==> src/sv/iptp_pkg.sv <==
package iptp_pkg;

    localparam logic [7:0] CHAR_PERIOD = 8'h2e;
    localparam logic [7:0] CHAR_COLON  = 8'h3a;
    localparam logic [7:0] CHAR_ZERO   = 8'h30;
    localparam logic [7:0] CHAR_NINE   = 8'h39;

    localparam logic [2:0]  PORT_INDEX    = 3'd4;
    localparam logic [2:0]  LAST_DOT_IDX  = 3'd2;
    localparam logic [15:0] SAT_MAX       = 16'hffff;

    localparam logic [1:0] STATUS_OK    = 2'd0;
    localparam logic [1:0] STATUS_BAD   = 2'd1;
    localparam logic [1:0] STATUS_SHORT = 2'd2;

    typedef enum logic [2:0] {
        PH_IDLE   = 3'b001,
        PH_SKIP   = 3'b010,
        PH_NUMBER = 3'b100
    } t_phase;

    typedef struct packed {
        logic [7:0] char_in;
        logic       run_start;
        logic       buffer_last;
    } t_in_req;

    typedef struct packed {
        logic [1:0]  parse_status;
        logic [7:0]  octet_first;
        logic [7:0]  octet_second;
        logic [7:0]  octet_third;
        logic [7:0]  octet_fourth;
        logic [15:0] port_number;
    } t_out_req;

endpackage

==> src/sv/iptp_in_if.sv <==
interface iptp_in_if;
    logic              valid;
    logic              ready;
    iptp_pkg::t_in_req data;

    modport source (output valid, output data, input ready);
    modport sink (input valid, input data, output ready);
endinterface

==> src/sv/iptp_out_if.sv <==
interface iptp_out_if;
    logic               valid;
    logic               ready;
    iptp_pkg::t_out_req data;

    modport source (output valid, output data, input ready);
    modport sink (input valid, input data, output ready);
endinterface

==> src/sv/ipv4_port_text_parser_core.sv <==
// a result request is registered in the output register, or in the skid entry while the output register is held
// throughput: one byte per cycle while the skid entry is empty; parse state updates in the cycle a byte is accepted
// an output register plus one skid entry keep input flowing while a result waits
// input stalls only while the skid entry is occupied
// reset (synchronous, active low): parser idle, output and skid empty
module ipv4_port_text_parser_core (
    input  logic      i_clk,
    input  logic      i_rst_n,
    iptp_in_if.sink   i_in,
    iptp_out_if.source o_out
);

    iptp_pkg::t_phase   r_phase, n_phase;
    logic [2:0]         r_idx, n_idx;
    logic [15:0]        r_acc, n_acc;
    logic               r_seen, n_seen;
    logic [7:0]         r_oct [0:3];
    logic               oct_we;

    logic               res_valid;
    logic [1:0]         res_status;
    iptp_pkg::t_out_req res;

    iptp_pkg::t_out_req r_out, r_skid;
    logic               r_out_valid, r_skid_valid;

    logic               in_fire, out_fire;
    logic               is_digit;
    logic [19:0]        mac;
    logic [7:0]         c;

    assign i_in.ready  = !r_skid_valid;
    assign in_fire     = i_in.valid && i_in.ready;
    assign out_fire    = r_out_valid && o_out.ready;
    assign o_out.valid = r_out_valid;
    assign o_out.data  = r_out;

    assign c        = i_in.data.char_in;
    assign is_digit = (c >= iptp_pkg::CHAR_ZERO) && (c <= iptp_pkg::CHAR_NINE);
    assign mac      = {1'b0, r_acc, 3'b000} + {3'b000, r_acc, 1'b0}
                    + {16'd0, 4'(c - iptp_pkg::CHAR_ZERO)};

    always_comb begin
        n_phase    = r_phase;
        n_idx      = r_idx;
        n_acc      = r_acc;
        n_seen     = r_seen;
        oct_we     = 1'b0;
        res_valid  = 1'b0;
        res_status = iptp_pkg::STATUS_OK;
        if (i_in.data.run_start) begin
            n_phase = iptp_pkg::PH_SKIP;
            n_idx   = '0;
            n_acc   = '0;
            n_seen  = 1'b0;
            if (i_in.data.buffer_last) begin
                res_valid  = 1'b1;
                res_status = iptp_pkg::STATUS_SHORT;
            end
        end else begin
            unique case (r_phase)
                iptp_pkg::PH_IDLE: begin
                end
                iptp_pkg::PH_SKIP: begin
                    n_phase = iptp_pkg::PH_NUMBER;
                    n_idx   = '0;
                    n_acc   = '0;
                    n_seen  = 1'b0;
                    if (i_in.data.buffer_last) begin
                        res_valid  = 1'b1;
                        res_status = iptp_pkg::STATUS_SHORT;
                    end
                end
                iptp_pkg::PH_NUMBER: begin
                    if (is_digit) begin
                        n_acc  = (mac > {4'd0, iptp_pkg::SAT_MAX}) ? iptp_pkg::SAT_MAX
                                                                   : mac[15:0];
                        n_seen = 1'b1;
                        if (i_in.data.buffer_last) begin
                            res_valid  = 1'b1;
                            res_status = iptp_pkg::STATUS_SHORT;
                        end
                    end else if (!r_seen) begin
                        res_valid  = 1'b1;
                        res_status = iptp_pkg::STATUS_BAD;
                    end else if (r_idx < iptp_pkg::PORT_INDEX) begin
                        if (c != ((r_idx <= iptp_pkg::LAST_DOT_IDX) ? iptp_pkg::CHAR_PERIOD
                                                                   : iptp_pkg::CHAR_COLON))
                        begin
                            res_valid  = 1'b1;
                            res_status = iptp_pkg::STATUS_BAD;
                        end else begin
                            oct_we = 1'b1;
                            n_idx  = r_idx + 3'd1;
                            n_acc  = '0;
                            n_seen = 1'b0;
                            if (i_in.data.buffer_last) begin
                                res_valid  = 1'b1;
                                res_status = iptp_pkg::STATUS_SHORT;
                            end
                        end
                    end else begin
                        res_valid  = 1'b1;
                        res_status = iptp_pkg::STATUS_OK;
                    end
                end
                default: begin
                    n_phase = iptp_pkg::PH_IDLE;
                end
            endcase
            if (res_valid) begin
                n_phase = iptp_pkg::PH_IDLE;
            end
        end
        if (i_in.data.run_start && i_in.data.buffer_last) begin
            n_phase = iptp_pkg::PH_IDLE;
        end
    end

    always_comb begin
        res = '0;
        res.parse_status = res_status;
        if (res_status == iptp_pkg::STATUS_OK) begin
            res.octet_first  = r_oct[0];
            res.octet_second = r_oct[1];
            res.octet_third  = r_oct[2];
            res.octet_fourth = r_oct[3];
            res.port_number  = r_acc;
        end
    end

    always_ff @(posedge i_clk) begin
        if (!i_rst_n) begin
            r_phase <= iptp_pkg::PH_IDLE;
            r_idx   <= '0;
            r_acc   <= '0;
            r_seen  <= 1'b0;
        end else if (in_fire) begin
            r_phase <= n_phase;
            r_idx   <= n_idx;
            r_acc   <= n_acc;
            r_seen  <= n_seen;
        end
    end

    // completed octets
    always_ff @(posedge i_clk) begin
        if (in_fire && oct_we) begin
            r_oct[r_idx[1:0]] <= r_acc[7:0];
        end
    end

    // output register with one skid entry
    always_ff @(posedge i_clk) begin
        if (!i_rst_n) begin
            r_out_valid  <= 1'b0;
            r_skid_valid <= 1'b0;
        end else if (r_skid_valid) begin
            if (out_fire) begin
                r_out        <= r_skid;
                r_skid_valid <= 1'b0;
            end
        end else if (in_fire && res_valid) begin
            if (!r_out_valid || out_fire) begin
                r_out       <= res;
                r_out_valid <= 1'b1;
            end else begin
                r_skid       <= res;
                r_skid_valid <= 1'b1;
            end
        end else if (out_fire) begin
            r_out_valid <= 1'b0;
        end
    end

endmodule
==> src/flat_wrapper.sv <==
// flat-port wrapper written by rule: the top's interface ports become plain ports
module ipv4_port_text_parser_core_flat 
  (i_clk, i_rst_n, i_in_valid, i_in_data, i_in_ready, o_out_valid, o_out_data, o_out_ready);
  iptp_in_if i_in_i ();
  iptp_out_if o_out_i ();
  input  logic i_clk;
  input  logic i_rst_n;
  input wire logic [$bits(i_in_i.valid)-1:0] i_in_valid;
  input wire logic [$bits(i_in_i.data)-1:0] i_in_data;
  output wire logic [$bits(i_in_i.ready)-1:0] i_in_ready;
  output wire logic [$bits(o_out_i.valid)-1:0] o_out_valid;
  output wire logic [$bits(o_out_i.data)-1:0] o_out_data;
  input wire logic [$bits(o_out_i.ready)-1:0] o_out_ready;
  assign i_in_i.valid = i_in_valid;
  assign i_in_i.data = i_in_data;
  assign i_in_ready = i_in_i.ready;
  assign o_out_valid = o_out_i.valid;
  assign o_out_data = o_out_i.data;
  assign o_out_i.ready = o_out_ready;
  ipv4_port_text_parser_core u_core (.i_clk(i_clk), .i_rst_n(i_rst_n), .i_in(i_in_i), .o_out(o_out_i));
endmodule
==> config.mk <==
export PLATFORM = sky130hd
export DESIGN_NAME = ipv4_port_text_parser_core_flat
export DESIGN_NICKNAME = d
export VERILOG_FILES = /design/src/sv/iptp_pkg.sv /design/src/sv/iptp_in_if.sv /design/src/sv/iptp_out_if.sv /design/src/sv/ipv4_port_text_parser_core.sv /design/src/flat_wrapper.sv
export SDC_FILE = /design/constraint.sdc
export NUM_CORES = 1
export LEC_CHECK = 0
export ABC_AREA = 0
export BUFFER_PORTS_ARGS = -buffer_cell sky130_fd_sc_hd__buf_2
export CORE_UTILIZATION = 59
export DETAILED_ROUTE_END_ITERATION = 16
export PLACE_DENSITY = 0.79
export RECOVER_POWER = 100
export SLEW_MARGIN = 10
export SYNTH_ARGS = -nofsm -noshare
export SYNTH_HDL_FRONTEND = slang
export SYNTH_SLANG_ARGS = --single-unit
export TNS_END_PERCENT = 100
==> constraint.sdc <==
create_clock -name i_clk -period 9.1 [get_ports i_clk]
set_input_delay 1.82 -clock i_clk [delete_from_list [all_inputs] [get_ports i_clk]]
set_output_delay 1.82 -clock i_clk [all_outputs]
set_load 0.005 [all_outputs]
==> impl_metrics.xml, run 1 <==
<?xml version="1.0" encoding="UTF-8"?>
<metrics>
  <group name="setup_path">
    <metric name="timing_worst_setup_path_type" unit="">primary input to flop</metric>
    <metric name="start_kind" unit="">primary input</metric>
    <metric name="cp.required" unit="ns">9.31</metric>
    <metric name="crit_path_max_incr_delay" unit="ns">1.38</metric>
    <metric name="critical_path.max_fanout" unit="">16</metric>
    <metric name="cp_data_arrival_time" unit="ns">6.23</metric>
    <metric name="endpoint_kind" unit="">flop</metric>
    <metric name="critical_path.slowest_cell" unit="">a211oi_1</metric>
    <metric name="crit_path_cell_trace" unit="">clkbuf_1, fa_1, fa_1, a211oi_1, o21ai_0, o311ai_0, o31ai_1, or2_1, a211oi_1, a31oi_1</metric>
  </group>
  <group name="cts">
    <metric name="clock_latency_at_the_later_pin_of_the_worst_skew_pair" unit="ns">0.41</metric>
    <metric name="tritoncts.num_buffers" unit="">17</metric>
    <metric name="clock_tree.root_cell" unit="">clkbuf_16</metric>
    <metric name="cts_tree" unit="">built</metric>
    <metric name="clk_pin_slew" unit="ns">0.06</metric>
    <metric name="clock_sink_count" unit="">157</metric>
    <metric name="level_count_of_the_clock_h_tree" unit="">4</metric>
    <metric name="cts-root-to-sink-buffers" unit="">2</metric>
    <metric name="cts-resized-gates" unit="">0</metric>
    <metric name="postCtsHoldBufs" unit="">0</metric>
    <metric name="post_cts_buffers" unit="">0</metric>
  </group>
  <group name="yosys">
    <metric name="async_flop_share" unit="">0</metric>
    <metric name="yosys.cell_count.top_type" unit="">edfxtp_1</metric>
    <metric name="synth_area_leader_cell" unit="">edfxtp_1</metric>
    <metric name="synthesis.nets" unit="">618</metric>
    <metric name="synth_cell_types" unit="">54</metric>
    <metric name="synth.area.top_cells" unit="">edfxtp_1 55%, dfxtp_1 6.9%, ha_1 6.0%, a22o_1 5.8%, and2_1 4.3%</metric>
    <metric name="synthesis.yosys.warnings" unit="">0</metric>
    <metric name="synth.avg_cell_area" unit="um2">12.8</metric>
    <metric name="synth_top_flop_cell" unit="">edfxtp_1</metric>
    <metric name="postSynthCellCount" unit="">567</metric>
    <metric name="commonest_cells_in_the_synthesized_netlist" unit="">132 x edfxtp_1, 51 x a21oi_1, 50 x and2_1</metric>
    <metric name="number_of_flops_mapped_to_enable_cells_by_yosys" unit="">132</metric>
    <metric name="proportion_of_netlist_area_held_by_the_largest_area_contributor" unit="">0.547</metric>
    <metric name="yosysSeqAreaShare" unit="">0.616</metric>
    <metric name="netlist_area" unit="um2">7250</metric>
    <metric name="ys_seq_elements" unit="">157</metric>
  </group>
  <group name="timing">
    <metric name="period_needed" unit="ns">6.02</metric>
    <metric name="clock-skew-final" unit="ns">0.0107</metric>
    <metric name="postLayoutSetupSlackWorst" unit="ns">3.08</metric>
    <metric name="final_setup_violations" unit="">0</metric>
    <metric name="fin_setup_tns" unit="ns">0</metric>
    <metric name="tightestPinTransition" unit="ns">2.96</metric>
    <metric name="fin_crit_sh" unit="">0.661</metric>
    <metric name="final-hold-violation-count" unit="">0</metric>
    <metric name="final-max-slew-violation-count" unit="">288</metric>
    <metric name="timing.max_slew.rel_slack" unit="">-0.974</metric>
    <metric name="setup_repair_after_global_routing_missed_its_margin" unit="">false</metric>
    <metric name="achievable-frequency" unit="MHz">166</metric>
  </group>
  <group name="power_and_ir_drop">
    <metric name="leakage" unit="nW">3.13</metric>
    <metric name="netSwitchingPower" unit="mW">0.287</metric>
    <metric name="power.combinational.fraction" unit="">0.033</metric>
    <metric name="seq_power_share" unit="">0.517</metric>
    <metric name="clockPowerShare" unit="">0.450</metric>
    <metric name="power" unit="mW">1.52</metric>
    <metric name="cellPowerDensity" unit="nW/um2">186</metric>
    <metric name="vdd.ir_drop.worst" unit="uV">145</metric>
    <metric name="switching_share" unit="">0.189</metric>
    <metric name="internal_power" unit="mW">1.23</metric>
  </group>
  <group name="finish">
    <metric name="filler_cell_count" unit="">831</metric>
    <metric name="finalCoreUtilization" unit="">0.680</metric>
    <metric name="multiInputGateArea" unit="um2">2560</metric>
    <metric name="final_net_count" unit="">677</metric>
    <metric name="area_growth_syn_to_layout" unit="%">12.8</metric>
    <metric name="drive_above_1_share" unit="">0.130</metric>
    <metric name="diodes" unit="">0</metric>
    <metric name="regArea" unit="um2">4460</metric>
  </group>
  <group name="floorplanning">
    <metric name="io_pins" unit="">66</metric>
    <metric name="rows" unit="">40</metric>
    <metric name="die-area" unit="um2">12700</metric>
    <metric name="design.core.area" unit="um2">12000</metric>
    <metric name="die_width" unit="um">113</metric>
    <metric name="die-height" unit="um">113</metric>
    <metric name="floorplan.initialDensity" unit="">0.603</metric>
  </group>
  <group name="route">
    <metric name="total_wire_length" unit="mm">13.8</metric>
    <metric name="firstDrtPassIters" unit="">5</metric>
    <metric name="drt_iter0_markers" unit="">304</metric>
    <metric name="route.antenna.remaining_nets" unit="">0</metric>
    <metric name="drc" unit="">0</metric>
    <metric name="via_count" unit="">4657</metric>
    <metric name="drt-vias-per-instance" unit="">5.92</metric>
    <metric name="route.detailed.wl_per_inst" unit="um">17.6</metric>
  </group>
  <group name="placed_design">
    <metric name="dp_slack" unit="ns">3.71</metric>
    <metric name="detailed_place_hpwl" unit="mm">8.90</metric>
    <metric name="io_buffer_count" unit="">65</metric>
    <metric name="place_congestion" unit="">0.885</metric>
  </group>
  <group name="job">
    <metric name="cap_viol_max_count" unit="">7</metric>
  </group>
  <group name="global_routing">
    <metric name="grt_overflow_total" unit="">0</metric>
    <metric name="via_count_of_the_first_global_routing_pass" unit="">4343</metric>
    <metric name="antenna_violations_before_repair" unit="">0</metric>
    <metric name="grt_first_pass_wirelength" unit="mm">21.9</metric>
    <metric name="grt_start_max_net_pins" unit="">53</metric>
    <metric name="global_route.usage.total" unit="">0.226</metric>
  </group>
  <group name="min_path">
    <metric name="min_path_type" unit="">flop to flop</metric>
  </group>
  <group name="outcome">
    <metric name="outcome" unit="">finished, violations left</metric>
    <metric name="failed_checks" unit="">max-capacitance violations, max-slew violations</metric>
  </group>
</metrics>
cell type report:
type	instances	share of cell area
sequential	157	0.546
multi-input combinational	365	0.314
clock buffer	24	0.0602
timing repair buffer	69	0.0390
tap	147	0.0225
clock inverter	8	0.0109
inverter	16	0.00735
path summary, 6_finish.rpt:
check,depth (start not counted),from,slack (ns),end
max reg2reg,9,u_core.r_acc[2],3.98,u_core.r_acc[15]
max,10,i_in_data[5],3.08,u_core.r_acc[15]
min,2,u_core.r_idx[0],0.53,u_core.r_idx[0]
min reg2reg,2,u_core.r_idx[0],0.53,u_core.r_idx[0]
power by group through the flow:
stage,combinational [mW],clock (mW),sequential (mW)
after global routing,0.0542,0.722,0.785
final,0.0497,0.683,0.785
after CTS,0.0512,0.689,0.784
after detailed placement,0.0508,0,0.799
after global placement,0.0486,0,0.799
after floorplan,0.0336,0,0.800
worst max-delay path, delay by kind of cell:
kind | cells | cell delay [ns]
compound gates | 6 | 2.97
fa+ha+maj | 2 | 1.06
buf+inv | 1 | 0.12
simple gates | 1 | 0.25
cells by family after synthesis:
logic type               count (synthesis)  synth area share
AO/OA/AOI/OAI                          167             0.162
AND/OR/NAND/NOR                        145             0.107
XOR/XNOR                                14            0.0169
multiplexers                             2           0.00311
buffers and inverters                   45            0.0292
flip-flops                             157             0.616
adder cells (fa/ha/maj)                 37            0.0659
stage by stage:
step | instance area [um2] | instances | hold WS (ns)
after floorplan | 7250 | 567 | 0.475
after global placement | 7670 | 754 | 0.486
after detailed placement | 7670 | 754 | 0.509
after CTS | 8250 | 786 | 0.519
after global routing | 8170 | 786 | 0.561
final | 8170 | 786 | 0.527
metal layers:
metal  up-vias  share of wire  GRT usage
met1      2235           0.44      0.298
met2       161           0.50      0.370
met3         8          0.049     0.0546
li1       2253              -          -
met4         0          0.011     0.0764
met5         -              0          0
state kept, by name, summed over array words and instances, names as in the netlist:
register and cells:
u_core.o_out.data 50, u_core.r_oct 32, u_core.r_phase 3, u_core.r_seen 1, u_core.r_skid 50, u_core.r_skid_valid 1
u_core.r_acc 16, u_core.o_out.valid 1, u_core.r_idx 3
placed cells by master (no fill, tap or decap), drive strengths merged, types with 3 or more instances in the layout:
cell    instances
xnor2           9
a211oi          7
ha             35
or3             3
and2           50
a21o           17
xor2            5
nor3            7
nand2b          5
inv            15
a31oi           3
clkbuf         45
nor2b           5
clkinv          7
a22o           48
edfxtp        132
o21ai          18
nand3          11
buf            48
a21oi          51
dfxtp          25
nor2           21
nand2          33
Note: power is estimated with default switching activity, not from simulation.
==> run 2: changes to the inputs <==
clock period = 5.9 ns   (was 9.1 ns; I/O delays follow)
==> impl_metrics.xml, run 2 (synthesis gave the netlist of run 1 again) <==
<?xml version="1.0" encoding="UTF-8"?>
<metrics>
  <group name="placed_design">
    <metric name="dpl-instance-area" unit="um2">7680</metric>
    <metric name="placed_cells_incl_taps" unit="">754</metric>
    <metric name="io_buffer_count" unit="">65</metric>
    <metric name="dp_slack" unit="ns">1.15</metric>
    <metric name="place_congestion" unit="">0.868</metric>
    <metric name="detailed_place_hpwl" unit="mm">8.89</metric>
  </group>
  <group name="power_and_ir_drop">
    <metric name="netSwitchingPower" unit="mW">0.458</metric>
    <metric name="switching_share" unit="">0.199</metric>
    <metric name="seq_power_share" unit="">0.525</metric>
    <metric name="internal_power" unit="mW">1.85</metric>
    <metric name="vdd.ir_drop.worst" unit="uV">258</metric>
    <metric name="cellPowerDensity" unit="nW/um2">283</metric>
    <metric name="power.combinational.fraction" unit="">0.033</metric>
    <metric name="leakage" unit="nW">3.08</metric>
    <metric name="power" unit="mW">2.31</metric>
    <metric name="clockPowerShare" unit="">0.442</metric>
  </group>
  <group name="route">
    <metric name="firstDrtPassIters" unit="">5</metric>
    <metric name="drc" unit="">0</metric>
    <metric name="total_wire_length" unit="mm">13.9</metric>
    <metric name="drt-vias-per-instance" unit="">5.95</metric>
    <metric name="route.detailed.wl_per_inst" unit="um">17.7</metric>
    <metric name="drt_iter0_markers" unit="">347</metric>
    <metric name="route.antenna.remaining_nets" unit="">0</metric>
    <metric name="via_count" unit="">4673</metric>
  </group>
  <group name="setup_path">
    <metric name="endpoint_kind" unit="">flop</metric>
    <metric name="timing.rr.end" unit="">u_core.o_out.data[9]</metric>
    <metric name="timing_worst_setup_path_type" unit="">flop to flop</metric>
    <metric name="timing.reg2reg.setup_slack" unit="ns">1.0</metric>
    <metric name="r2r-start" unit="">u_core.r_skid_valid</metric>
    <metric name="cp_data_arrival_time" unit="ns">4.88</metric>
    <metric name="start_kind" unit="">flop</metric>
    <metric name="critical_path.max_fanout" unit="">52</metric>
    <metric name="cp.required" unit="ns">5.87</metric>
    <metric name="worst_r2r_path_depth" unit="">4</metric>
  </group>
  <group name="outcome">
    <metric name="failed_checks" unit="">max-capacitance violations, max-slew violations</metric>
    <metric name="outcome" unit="">finished, violations left</metric>
  </group>
  <group name="finish">
    <metric name="diodes" unit="">0</metric>
    <metric name="area_growth_syn_to_layout" unit="%">12.5</metric>
    <metric name="drive_above_1_share" unit="">0.119</metric>
    <metric name="final_net_count" unit="">677</metric>
    <metric name="most-common-layout-cells" unit="">132 x edfxtp_1, 50 x a21oi_1, 48 x a22o_1</metric>
    <metric name="layout_commonest_cell" unit="">edfxtp_1</metric>
    <metric name="final_cells" unit="">786</metric>
    <metric name="layout.cell_area.non_filler" unit="um2">8160</metric>
  </group>
  <group name="cts">
    <metric name="clock_latency_at_the_later_pin_of_the_worst_skew_pair" unit="ns">0.41</metric>
    <metric name="level_count_of_the_clock_h_tree" unit="">4</metric>
    <metric name="postCtsHoldBufs" unit="">0</metric>
    <metric name="clock_tree.root_cell" unit="">clkbuf_16</metric>
    <metric name="cts-root-to-sink-buffers" unit="">2</metric>
    <metric name="post_cts_buffers" unit="">0</metric>
    <metric name="cts_tree" unit="">built</metric>
    <metric name="tritoncts.num_buffers" unit="">17</metric>
    <metric name="clk_pin_slew" unit="ns">0.06</metric>
    <metric name="cts-resized-gates" unit="">0</metric>
    <metric name="clock_sink_count" unit="">157</metric>
  </group>
  <group name="global_routing">
    <metric name="via_count_of_the_first_global_routing_pass" unit="">4387</metric>
    <metric name="grt_start_max_net_pins" unit="">53</metric>
    <metric name="grt_first_pass_wirelength" unit="mm">22.1</metric>
    <metric name="grt_overflow_total" unit="">0</metric>
    <metric name="antenna_violations_before_repair" unit="">0</metric>
    <metric name="global_route.usage.total" unit="">0.229</metric>
  </group>
  <group name="timing">
    <metric name="fin_setup_tns" unit="ns">0</metric>
    <metric name="clock-skew-final" unit="ns">0.00827</metric>
    <metric name="fin_crit_sh" unit="">0.831</metric>
    <metric name="tightestPinTransition" unit="ns">2.91</metric>
    <metric name="period_needed" unit="ns">4.90</metric>
    <metric name="setup_repair_after_global_routing_missed_its_margin" unit="">false</metric>
    <metric name="final-max-slew-violation-count" unit="">271</metric>
    <metric name="achievable-frequency" unit="MHz">204</metric>
    <metric name="timing.max_slew.rel_slack" unit="">-0.942</metric>
    <metric name="final_setup_violations" unit="">0</metric>
    <metric name="postLayoutSetupSlackWorst" unit="ns">0.997</metric>
    <metric name="final-hold-violation-count" unit="">0</metric>
  </group>
  <group name="floorplanning">
    <metric name="rows" unit="">40</metric>
    <metric name="die-height" unit="um">113</metric>
    <metric name="die_width" unit="um">113</metric>
    <metric name="die-area" unit="um2">12700</metric>
    <metric name="io_pins" unit="">66</metric>
    <metric name="floorplan.initialDensity" unit="">0.603</metric>
    <metric name="design.core.area" unit="um2">12000</metric>
  </group>
  <group name="min_path">
    <metric name="min_to" unit="">u_core.r_idx[0]</metric>
    <metric name="hold_path.startpoint" unit="">u_core.r_idx[0]</metric>
    <metric name="min_path_type" unit="">flop to flop</metric>
    <metric name="hold_path_depth" unit="">2</metric>
  </group>
  <group name="job">
    <metric name="cap_viol_max_count" unit="">6</metric>
  </group>
</metrics>
-- run 2: cell count changes in the layout (fill, tap and decap cells not counted), sizes merged --
cell      change
buf          -10
clkinvlp      +4
clkinv        +1
clkbuf        +5
-- run 2: stage by stage --
step	utilization	hold WS [ns]
5_1_grt	0.679	0.542
3_5_place_dp	0.639	0.512
4_1_cts	0.686	0.520
6_report	0.679	0.526
2_1_floorplan	-	0.475
3_3_place_gp	0.639	0.486
-- run 2: worst max-delay path, stage by stage, from the launching register on --
cell and delay, ns:
dfxtp_1 0.30, clkbuf_1 1.68, nand2_1 0.36, a21oi_4 0.25, clkbuf_1 1.83
-- run 2: worst max-delay path by stage --
stage	from	endpoint	slack (ns)	depth (start not counted)
6_report	u_core.r_skid_valid	u_core.o_out.data[9]	1.0	4
3_5_place_dp	i_in_data[5]	u_core.r_acc[13]	1.15	10
5_1_grt	u_core.r_skid_valid	u_core.o_out.data[9]	0.66	4
4_1_cts	i_in_data[5]	u_core.r_acc[15]	1.58	10
3_3_place_gp	i_in_data[5]	u_core.r_acc[10]	1.28	10
2_1_floorplan	i_in_data[6]	u_core.r_skid[0]	0.52	7
-- run 2: cell type report --
type                    instances  area, um2
multi-input cells             365       2580
flip-flops and latches        157       4460
inverters                      16       60.1
clock buffers                  19        433
well taps                     147        184
repair buffers                 69        307
clock inverters                13        125
fillers                       868       3850
-- run 2: power groups by stage --
| stage | combinational [mW] | clock, mW | sequential, mW |
|---|---|---|---|
| after floorplan | 0.0521 | 0 | 1.23 |
| after global placement | 0.0759 | 0 | 1.23 |
| after detailed placement | 0.0790 | 0 | 1.23 |
| after CTS | 0.0793 | 1.03 | 1.21 |
| after global routing | 0.0840 | 1.08 | 1.21 |
| final | 0.0768 | 1.02 | 1.21 |
-- run 2: layer usage --
layer / track usage / share of wire
met5: 0 / 0
met4: 0.0880 / 0.012
met3: 0.0439 / 0.055
met2: 0.376 / 0.49
met1: 0.303 / 0.44
